<file path="config.mk">
export PLATFORM = sky130hd
export DESIGN_NAME = ragr_ctrl
export DESIGN_NICKNAME = d
export VERILOG_FILES = /design/src/rtl/core/ragr_pkg.sv /design/src/rtl/core/ragr_ctrl.sv
export SDC_FILE = /design/constraint.sdc
export NUM_CORES = 1
export LEC_CHECK = 0
export BUFFER_PORTS_ARGS = -buffer_cell sky130_fd_sc_hd__buf_2
export CORE_AREA = 2 2 39 41
export CTS_CLUSTER_SIZE = 25
export DETAILED_ROUTE_END_ITERATION = 7
export DIE_AREA = 0 0 41 43
export GPL_ROUTABILITY_DRIVEN = 0
export GPL_TIMING_DRIVEN = 0
export PLACE_DENSITY = 0.57
export RECOVER_POWER = 50
export SYNTH_ARGS = -nofsm -noshare
export SYNTH_HDL_FRONTEND = slang
export SYNTH_SLANG_ARGS = --single-unit
</file>
<file path="constraint.sdc">
create_clock -name clk -period 3.4 [get_ports clk]
set_input_delay 0.51 -clock clk [delete_from_list [all_inputs] [get_ports clk]]
set_output_delay 0.51 -clock clk [all_outputs]
set_load 0.02 [all_outputs]
</file>
<file path="src/rtl/core/ragr_pkg.sv">
// Package: shared types, opcodes and controller states for the rational GCD reducer.
`timescale 1ns / 1ps
`default_nettype none
package ragr_pkg;
	localparam int OperandWidth = 32;
	localparam int ResultWidth = 64;

	typedef enum logic [1:0] {
		OP_ADD = 2'd0,
		OP_SUB = 2'd1,
		OP_MUL = 2'd2,
		OP_DIV = 2'd3
	} op_t;

	typedef struct packed {
		logic [1:0]  operation;
		logic [31:0] a_numerator;
		logic [31:0] a_denominator;
		logic        a_negative;
		logic [31:0] b_numerator;
		logic [31:0] b_denominator;
		logic        b_negative;
	} in_item_t;

	typedef struct packed {
		logic [63:0] result_numerator;
		logic [63:0] result_denominator;
		logic        result_negative;
		logic        error;
	} out_item_t;

	typedef enum logic [3:0] {
		ST_IDLE,
		ST_MUL,
		ST_COMB,
		ST_DIV1_START,
		ST_DIV1_RUN,
		ST_GCD_START,
		ST_GCD_RUN,
		ST_DIVN_START,
		ST_DIVN_RUN,
		ST_DIVD_START,
		ST_DIVD_RUN,
		ST_OUT
	} state_t;

	// Datapath commands from the controller.
	typedef struct packed {
		logic load;
		logic mul;
		logic comb;
		logic div_start;
		logic [1:0] div_sel;   // 0: num/den, 1: num/g, 2: den/g
		logic div_step;
		logic gcd_start;
		logic gcd_step;
		logic out_load;
	} cmd_t;

	typedef struct packed {
		logic early;       // error or zero result, known during combine
		logic div_done;
		logic gcd_done;
	} sts_t;

	localparam logic [1:0] DivSelNum = 2'd0;
	localparam logic [1:0] DivSelNumG = 2'd1;
	localparam logic [1:0] DivSelDenG = 2'd2;
endpackage
`default_nettype wire

</file>
<file path="src/rtl/core/ragr_ctrl.sv">
// Controller: sequences load, multiply, combine, divisions, GCD and output.
`timescale 1ns / 1ps
`default_nettype none
module ragr_ctrl (
	input  wire logic          clk,
	input  wire logic          arst_n,
	input  wire logic          in_go,
	input  wire logic          out_busy,
	input  wire ragr_pkg::sts_t sts,
	output ragr_pkg::cmd_t     cmd,
	output logic               idle
);
	import ragr_pkg::*;

	state_t state_q, state_d;

	always_ff @(posedge clk or negedge arst_n) begin
		if (!arst_n) state_q <= ST_IDLE;
		else state_q <= state_d;
	end

	always_comb begin
		state_d = state_q;
		unique case (state_q)
			ST_IDLE:       if (in_go) state_d = ST_MUL;
			ST_MUL:        state_d = ST_COMB;
			ST_COMB:       state_d = sts.early ? ST_OUT : ST_DIV1_START;
			ST_DIV1_START: state_d = ST_DIV1_RUN;
			ST_DIV1_RUN:   if (sts.div_done) state_d = ST_GCD_START;
			ST_GCD_START:  state_d = ST_GCD_RUN;
			ST_GCD_RUN:    if (sts.gcd_done) state_d = ST_DIVN_START;
			ST_DIVN_START: state_d = ST_DIVN_RUN;
			ST_DIVN_RUN:   if (sts.div_done) state_d = ST_DIVD_START;
			ST_DIVD_START: state_d = ST_DIVD_RUN;
			ST_DIVD_RUN:   if (sts.div_done) state_d = ST_OUT;
			ST_OUT:        if (!out_busy) state_d = ST_IDLE;
			default:       state_d = ST_IDLE;
		endcase
	end

	always_comb begin
		cmd = '0;
		idle = 1'b0;
		unique case (state_q)
			ST_IDLE: begin
				idle = 1'b1;
				cmd.load = in_go;
			end
			ST_MUL:  cmd.mul = 1'b1;
			ST_COMB: cmd.comb = 1'b1;
			ST_DIV1_START: begin
				cmd.div_start = 1'b1;
				cmd.div_sel = DivSelNum;
			end
			ST_DIV1_RUN, ST_DIVN_RUN, ST_DIVD_RUN: cmd.div_step = 1'b1;
			ST_GCD_START: cmd.gcd_start = 1'b1;
			ST_GCD_RUN:   cmd.gcd_step = 1'b1;
			ST_DIVN_START: begin
				cmd.div_start = 1'b1;
				cmd.div_sel = DivSelNumG;
			end
			ST_DIVD_START: begin
				cmd.div_start = 1'b1;
				cmd.div_sel = DivSelDenG;
			end
			ST_OUT: cmd.out_load = !out_busy;
			default: cmd = '0;
		endcase
	end
endmodule
`default_nettype wire

</file>
==> results of run 1 <==
==> placed cells by master (no fill, tap or decap) <==
| master | synthesis | final |
|---|---|---|
| nor3_1 | 2 | 2 |
| a21oi_1 | 2 | 2 |
| xor2_1 | 1 | 1 |
| and2_1 | 2 | 2 |
| and3b_1 | 1 | 1 |
| a32o_1 | 1 | 1 |
| nor3b_1 | 2 | 2 |
| mux2i_1 | 1 | 1 |
| a21o_1 | 1 | 1 |
| nand2_1 | 1 | 1 |
| nor4b_1 | 1 | 1 |
| nand2b_1 | 2 | 2 |
| o21ai_1 | 3 | 2 |
| or2b_1 | 1 | 1 |
| a211oi_1 | 1 | 1 |
| clkbuf_4 | 0 | 3 |
| nor2_1 | 8 | 8 |
| or3b_1 | 1 | 1 |
| buf_2 | 2 | 16 |
| nor4_1 | 2 | 2 |
| nor2b_1 | 1 | 1 |
| o21ai_0 | 0 | 1 |
| clkbuf_1 | 2 | 5 |
| dfrtp_1 | 4 | 4 |
==> power breakdown <==
part	leakage, nW	switching, mW	internal, mW
registers	0.0487	0.0114	0.0711
clock network	0.0138	0.0182	0.0394
logic	0.153	0.186	0.107
total	0.216	0.216	0.217
==> layer usage <==
layer	wire length [µm]	up-vias	track usage	part of all wire
li1	-	193	-	-
met1	390	171	0.1596	0.46
met2	415	9	0.1688	0.49
met3	39	0	0	0.046
met4	0	0	0.04000	0
met5	0	-	0	0
==> how the worst min path moves through the flow <==
stage | from | endpoint | slack, ns | depth (start not counted)
floorplan | arst_n | state_q[0] | 0.21 | 0
global placement | arst_n | state_q[0] | 0.31 | 1
detailed placement | arst_n | state_q[0] | 0.32 | 1
CTS | arst_n | state_q[3] | 0.07 | 1
global route | arst_n | state_q[3] | 0.1 | 1
finish | arst_n | state_q[3] | 0.09 | 1
==> cells by family after synthesis <==
| group | Yosys count | synth area share |
|---|---|---|
| AND/OR/NAND/NOR | 24 | 0.4225 |
| AO/OA/AOI/OAI | 8 | 0.1550 |
| flip-flops | 4 | 0.3101 |
| buffers and inverters | 4 | 0.05427 |
| XOR/XNOR | 1 | 0.02714 |
| multiplexers | 1 | 0.03101 |
==> worst reg2reg max path, cell delays in order (launching register included) <==
cell	delay, ns
dfrtp_1	0.39
or3b_1	0.42
a21o_1	0.19
a32o_1	0.26
==> area by class of cell <==
class,count,area (µm²),area share
Multi-Input combinational cell,34,205.2,0.4594
Sequential cell,4,100.1,0.2241
Timing Repair Buffer,17,82.58,0.1849
Clock buffer,3,22.52,0.05042
Tap cell,16,20.02,0.04482
Buffer,4,16.27,0.03641
==> per-stage QoR <==
step	std cells	cell area (µm²)	util	setup WS [ns]
6_report	78	446.7	0.3228	1.363
5_1_grt	78	446.7	0.3228	1.168
4_1_cts	78	450.4	0.3255	1.352
3_5_place_dp	75	427.9	0.3092	1.603
3_3_place_gp	75	427.9	0.3092	1.623
2_1_floorplan	42	322.8	-	1.205
==> out/qor.csv, run 1 <==
metric,value,unit
status,"finished, final reports clean",
die_w,41,µm
critical_path.max_stage_delay,0.34,ns
area_growth,38.37,%
post_cts_buffers,0,
worst-path-buf-inv,2,
io_pins,18,
die_height,43,µm
path_clk_slew,0.04,ns
worstSetupPathDepth,4,
first_iter_violations,6,
nFillCells,150,
worst-setup-path-type,reg -> out,
total_power,433.0,µW
ys_top_cells_by_area,"dfrtp_1 31%, nor2_1 9.3%, o21ai_1 4.7%, nor3b_1 4.7%, and2_1 3.9%",
post_cts_resize_count,0,
finalCriticalPeriod,2.037,ns
slew_violations,0,
synthArstFlopShare,1.000,
syn_area,322.8,µm²
antenna_found_initial,0,
clk_path_buf_depth,2,
numCtsBuffers,3,
start_kind,register,
ys_warn_count,0,
postSynthCellCount,42,
critical_path.cell_chain,clkbuf_1 -> nand2_1 -> nor3_1 -> buf_2,
rsz0062_at_grt,no,
max_freq,491.0,MHz
crit_path_start,state_q[0],
fp.coreArea,1384,µm²
reg2reg_depth,3,
io_buffer_count,17,
routed_wl,844,µm
synthDistinctLibCells,22,
dieArea,1763,µm²
top_register,state_q,
arrival,1.53,ns
insertion_delay,0.23,ns
cp_top_family,buffers and inverters,
rrSetupSlack,2.01,ns
clock-sinks,4,
syn_nets,49,
fin_crit_sh,0.5990,
worst_setup_path_end_kind,output port,
p_leak,0.2156,nW
antenna_cells,0,
cts.hold.buffers_added,0,
ys_seq_area_frac,0.3101,
slew_headroom,0.7142,
ys.flop_type,dfrtp_1,
synth_common_cells,"8 x nor2_1, 4 x dfrtp_1, 3 x o21ai_1",
tightestPinTransition,0.4288,ns
num_rows,14,
tns,0,ns
yosysMostFrequentCell,nor2_1,
hold_violations,0,
overflow,0,
grt_use_total,0.1099,
drc,0,
post-dp-hpwl,650.8,µm
avgViaCountPerCell,4.782,
grt_max_degree,11,
drive_gt1_frac,0.3065,
wl_per_cell,10.82,µm
avgSynthCellArea,7.686,µm²
worstPathRequired,2.89,ns
setup_viol,0,
ir_worst_vdd,0.0002570,V
p_per_area,969.3,nW/µm²
grt_pass1_vias,330,
reg_top3,state_q: 4 flops,
vias,373,
fin_skew,0.005761,ns
hold_class,in -> async,
drtAntennaViolNets,0,
crit_end,cmd[0],
grt_pass1_wl,1386,µm
h-tree-depth,1,
cts_root_buffer,clkbuf_4,
cts_tree,built,
largest_reg_flops,4,
slowest_stage,clkbuf_1,
whs,0.09328,ns
synth_edf_count,0,
rr_startpoint,state_q[3],
synth_seq_cells,4,
nets,71,
yosysTopAreaCell,dfrtp_1,
maxCapViolCount,0,
crit_fanout,10,
reg2reg_to,state_q[0],
initial_core_util,0.2333,
dr.pass1.iters,4,
netlist.area_leader.share,0.3101,
No activity file was read; power rests on OpenSTA's default activity.
==> run 2: changes to the inputs <==
Settings changed: ABC_AREA set to 1, PLACE_DENSITY 0.57 to 0.63.
Clock period 3.4 ns to 1.65 ns, I/O delays scaled along.
==> run 2 against run 1 <==
Combinational power grew 130%; clock skew fell by 0.0052 ns; flip-flop and latch count unchanged; synthesized cell count grew 55%; sequential power grew to 2.7 times the previous value; clock power up 100%; count of clock-buffer cells in the layout stayed put; largest cell class unchanged; largest power group unchanged.
==> out/qor.csv, run 2 <==
metric,value,unit,change
clk_path_buf_depth,2,,unchanged
reg2reg_depth,7,,+4
total_power,1.007,mW,+130%
p_per_area,1944,nW/µm²,+100%
reg_top3,state_q: 4 flops,,
wl_per_cell,8.235,µm,-24%
synth_seq_cells,4,,unchanged
reg2reg_to,state_q[0],,
dieArea,1763,µm²,unchanged
final_cell_mix,"19 x nand2_1, 15 x buf_2, 10 x inv_1",,
drive_gt1_frac,0.3953,,+0.08890
tightestPinTransition,0.2522,ns,-0.1766 ns
synth_edf_count,0,,unchanged
ys.flop_type,dfrtp_1,,
avgViaCountPerCell,4.284,,-10%
slew_headroom,0.8326,,+0.1185
syn_area,371.6,µm²,+15%
grt_pass1_wl,1311,µm,-5.4%
ys_seq_area_frac,0.2694,,-0.04072
crit_fanout,7,,-3
syn_nets,72,,+47%
worst_setup_path_end_kind,output port,,
finalCriticalPeriod,1.535,ns,
start_kind,register,,
die_w,41,µm,unchanged
slew_violations,0,,unchanged
yosysTopAreaCell,dfrtp_1,,
cts_root_buffer,clkbuf_4,,
rrSetupSlack,0.40,ns,-1.61 ns
worst-setup-path-type,reg -> out,,
die_height,43,µm,unchanged
postSynthCellCount,65,,+55%
h-tree-depth,1,,unchanged
slowest_stage,dfrtp_2,,
yosysMostFrequentCell,nand2_1,,
dr.pass1.iters,2,,-2
ys_warn_count,0,,unchanged
layout_commonest_cell,nand2_1,,
arrival,1.29,ns,-0.24 ns
synthDistinctLibCells,13,,-41%
vias,437,,+17%
grt_pass1_vias,370,,+12%
crit_path_start,state_q[3],,
fin_crit_sh,0.9301,,
setup_viol,0,,unchanged
design_area,518.0,µm²,+16%
nets,95,,+34%
fp.coreArea,1384,µm²,unchanged
synthArstFlopShare,1.000,,unchanged
initial_core_util,0.2685,,+0.03526
antenna_cells,0,,unchanged
grt_max_degree,8,,-3
synth_common_cells,"19 x nand2_1, 11 x nor2_1, 10 x inv_1, 5 x nand3_1",,
top_register,state_q,,
hold_class,in -> async,,
ir_worst_vdd,0.0006286,V,+140%
worstPathRequired,1.40,ns,-1.49 ns
status,"finished, final reports clean",,
path_clk_slew,0.04,ns,about the same
max_freq,651.6,MHz,
avgSynthCellArea,5.717,µm²,-26%
first_iter_violations,1,,-5
num_rows,14,,unchanged
drtAntennaViolNets,0,,unchanged
io_pins,18,,unchanged
io_buffer_count,17,,unchanged
critical_path.max_stage_delay,0.45,ns,+0.11 ns
grt_use_total,0.1091,,-0.0007881
routed_wl,840,µm,-0.47%
p_leak,0.3295,nW,+53%
ys_top_cells_by_area,"dfrtp_1 27%, nand2_1 19%, nor2_1 11%, inv_1 10%, nand3_1 6.7%",,
fin_skew,0.0005833,ns,-0.005178 ns
overflow,0,,unchanged
largest_reg_flops,4,,unchanged
cts_tree,built,,
tns,0,ns,unchanged
antenna_found_initial,0,,unchanged
post-dp-hpwl,714.5,µm,+9.8%
critical_path.cell_chain,nor2_2 -> inv_2 -> nor3_1 -> buf_2,,
rr_startpoint,state_q[0],,
netlist.area_leader.share,0.2694,,-0.04072
placed_cell_area,476.7,µm²,+11%
insertion_delay,0.23,ns,about the same
numCtsBuffers,3,,unchanged
rsz0062_at_grt,no,,
drc,0,,unchanged
maxCapViolCount,0,,unchanged
clock-sinks,4,,unchanged
hold_violations,0,,unchanged
area_growth,39.39,%,
## run 2: cell count changes in the layout (fill, tap and decap cells not counted), moves of 2 or more
cell / change
nor4_1: -2
nand3_2: +2
clkbuf_1: -3
inv_2: +4
inv_1: +10
nand2b_1: -2
and2_1: -2
nor2_2: +5
nand3_1: +5
nand2_2: +3
nor3b_1: -2
o21ai_1: -2
nand2_1: +18
## run 2: report_power, final
group,switching (mW),leakage [nW],internal [mW]
Sequential,0.0743,0.0482,0.149
Clock,0.0354,0.0138,0.0810
Combinational,0.445,0.267,0.223
Total,0.554,0.329,0.453
## run 2: logic make-up after synthesis
group,count (synthesis),share of synthesized area
AO/OA/AOI/OAI,2,0.02691
buffers and inverters,14,0.1414
flip-flops,4,0.2694
AND/OR/NAND/NOR,45,0.5623
## run 2: cell type report
class                           instances  area [µm²]
Clock buffer                            3       22.52
Inverter                               14       52.55
Tap cell                               16       20.02
Fill cell                             173       865.8
Timing Repair Buffer                   18       92.59
Multi-Input combinational cell         47       229.0
Sequential cell                         4       101.3
## run 2: critical path: cells and delay by family, from the launching register on
family        cells  cell delay, ns
buf+inv           2            0.26
simple gates      2            0.35
flops             1            0.45
## run 2: worst max path at each step
| stage | endpoint | depth (start not counted) | slack [ns] |
|---|---|---|---|
| global route | cmd[9] | 4 | 0.01 |
| finish | cmd[9] | 4 | 0.12 |
| floorplan | cmd[9] | 3 | 0.21 |
| CTS | cmd[9] | 4 | 0.02 |
| global placement | cmd[9] | 4 | 0.29 |
| detailed placement | cmd[9] | 4 | 0.27 |
## run 2: repair_timing
item	in CTS	in global routing
hold buffers	1	0
buffers inserted	0	0
resized for setup	0	6
hold endpoints to repair	4	0
setup endpoints to repair	0	4
## run 2: metrics by stage
stage | util | hold WS, ns | instances | setup WS, ns
4_1_cts | 0.3680 | 0.3362 | 102 | 0.01514
3_5_place_dp | 0.3445 | 0.05349 | 98 | 0.2703
6_report | 0.3743 | 0.3651 | 102 | 0.1153
5_1_grt | 0.3743 | 0.3618 | 102 | 0.01472
3_3_place_gp | 0.3445 | 0.05362 | 98 | 0.2888
2_1_floorplan | - | -0.04809 | 65 | 0.2067
## run 2: per-layer routing
metal  track usage  routed length (µm)
met5             0                   0
met2        0.1750                 420
met3       0.01571                  43
met4       0.08000                   0
met1        0.1213                 376
==> run 3: changes to the inputs <==
==> constraint.sdc (replaced) <==
create_clock -name clk -period 1.65 [get_ports clk]
set_input_delay 0.33 -clock clk [delete_from_list [all_inputs] [get_ports clk]]
set_output_delay 0.33 -clock clk [all_outputs]
set_load 0.02 [all_outputs]
==> run 3 against run 2 <==
Clock skew about the same; die area unchanged; largest power group unchanged; first-iteration DRC count increased to 7.0 times the previous value.
==> out/qor.csv, run 3 (synthesized netlist as in run 2, its figures left out) <==
metric,value,unit,change
largest_reg_flops,4,,unchanged
reg_top3,state_q: 4 flops,,
max_freq,619.7,MHz,-4.9%
grt_pass1_wl,1311,µm,unchanged
dieArea,1763,µm²,unchanged
drc,0,,unchanged
slew_headroom,0.8350,,+0.002346
drtAntennaViolNets,0,,unchanged
slew_violations,0,,unchanged
wl_per_cell,8.738,µm,+6.1%
drive_gt1_frac,0.4828,,+0.08741
worst-setup-path-type,reg -> out,,
maxCapViolCount,0,,unchanged
tightestPinTransition,0.2476,ns,-0.004599 ns
h-tree-depth,1,,unchanged
fp.coreArea,1384,µm²,unchanged
slowest_stage,dfrtp_2,,
p_leak,0.3412,nW,+3.5%
p_per_area,1968,nW/µm²,+1.3%
p_comb_frac,0.669,,+0.006
setup_viol,0,,unchanged
initial_core_util,0.2685,,unchanged
clock-sinks,4,,unchanged
worst_setup_path_end_kind,output port,,
fin_crit_sh,0.9779,,+0.04779
dr.pass1.iters,2,,unchanged
die_height,43,µm,unchanged
clk_path_buf_depth,2,,unchanged
area_growth,50.51,%,
die_w,41,µm,unchanged
finalCriticalPeriod,1.614,ns,+0.07886 ns
overflow,0,,unchanged
grt_max_degree,8,,unchanged
hold_violations,0,,unchanged
nets,96,,+1.1%
hold_class,in -> reg,,
vias,446,,+2.1%
worstPathRequired,1.32,ns,-0.08 ns
layout_commonest_cell,nand2_1,,
rsz0062_at_grt,yes,,
io_buffer_count,17,,unchanged
cts_tree,built,,
antenna_cells,0,,unchanged
ir_worst_vdd,0.0007448,V,+18%
first_iter_violations,7,,+6
grt_pass1_vias,370,,unchanged
start_kind,register,,
status,"finished, final reports clean",,
p_sw_frac,0.5512,,+0.0006135
top_register,state_q,,
crit_fanout,6,,-1
cp_top_family,flip-flops,,
antenna_found_initial,0,,unchanged
dp_cells,98,,unchanged
avgViaCountPerCell,4.330,,+1.1%
p_seq_frac,0.225,,+0.003
routed_wl,900,µm,+7.1%
numCtsBuffers,3,,unchanged
insertion_delay,0.23,ns,about the same
arrival,1.28,ns,about the same
final_cell_mix,"17 x nand2_1, 15 x buf_2, 10 x inv_1",,
post-dp-hpwl,714.5,µm,unchanged
worst-path-buf-inv,2,,unchanged
fin_cells,103,,+0.98%
io_pins,18,,unchanged
p_switching,606.9,µW,+9.4%
grt_use_total,0.1091,,unchanged
cpMostUsedCell,buf_4,,
num_rows,14,,unchanged
critical_path.max_stage_delay,0.44,ns,about the same
path_clk_slew,0.04,ns,about the same
p_int,494.0,µW,+9.2%
critical_path.cell_chain,buf_4 -> nor2_2 -> nand2_1 -> nand2_2 -> buf_4,,
cts_root_buffer,clkbuf_4,,
fin_skew,0.0001332,ns,-0.0004501 ns
power_frac_clock,0.106,,-0.010
total_power,1.101,mW,+9.3%
## run 3: cell count changes in the layout (fill, tap and decap cells not counted)
cell / previous run / this run
nor2_1: 7 / 6
nor2_2: 5 / 3
clkbuf_1: 2 / 1
dfrtp_1: 3 / 1
buf_4: 0 / 2
dfrtp_2: 1 / 3
nor3_1: 3 / 2
nand2_2: 3 / 5
nor3_2: 0 / 1
nor2_4: 1 / 4
nand2_1: 19 / 17
## run 3: cell type report
type	count	area, µm²
clock buffers	3	22.52
fillers	165	824.5
inverters	14	52.55
multi-input cells	47	256.5
flip-flops and latches	4	103.9
well taps	16	20.02
repair buffers	19	103.9
## run 3: path summary, 6_finish.rpt
path | end | cells past startpoint | start | slack [ns]
setup / recovery | cmd[3] | 5 | state_q[3] | 0.04
hold / removal | state_q[0] | 3 | out_busy | 0.44
setup reg to reg | state_q[1] | 7 | state_q[0] | 0.35
hold reg to reg | state_q[1] | 2 | state_q[1] | 0.59
max in group asynchronous | state_q[1] | 2 | arst_n | 1.01
min in group asynchronous | state_q[0] | 2 | arst_n | 0.45
## run 3: stage by stage
step / hold slack, ns / area, µm² / utilization / setup TNS, ns / setup WS, ns
finish: 0.4432 / 559.3 / 0.4042 / 0 / 0.03640
global route: 0.4408 / 559.3 / 0.4042 / -0.03836 / -0.02355
CTS: 0.4186 / 513.0 / 0.3707 / 0 / 0.02014
detailed placement: 0.1360 / 476.7 / 0.3445 / 0 / 0.1878
global placement: 0.1361 / 476.7 / 0.3445 / 0 / 0.2063
floorplan: 0.03441 / 371.6 / - / 0 / 0.1242
## run 3: repair_timing
item / CTS / global route
endpoints found under the hold margin: 4 / 0
gates resized for setup: 2 / 14
buffers inserted: 0 / 1
hold buffers: 1 / 0
cloned: 0 / 0
pin swaps: 0 / 2
setup endpoints to repair: 2 / 5
## run 3: tightest hold or removal path, delay by kind of cell
kind                   cells  cell delay (ns)
buffers and inverters      1             0.11
AND/OR/NAND/NOR            2             0.19
## run 3: layer usage
layer,up-vias,GRT usage,wire [µm]
met4,0,0.08000,0
met5,-,0,0
met2,10,0.1750,455
met3,0,0.01571,42
met1,196,0.1213,402
li1,240,-,-
## run 3: power by group through the flow
| stage | sequential (mW) | combinational [mW] | clock (mW) |
|---|---|---|---|
| final | 0.247 | 0.736 | 0.117 |
| after global routing | 0.254 | 0.832 | 0.136 |
| after CTS | 0.216 | 0.667 | 0.126 |
| after detailed placement | 0.213 | 0.660 | 0 |
| after global placement | 0.213 | 0.651 | 0 |
| after floorplan | 0.201 | 0.505 | 0 |
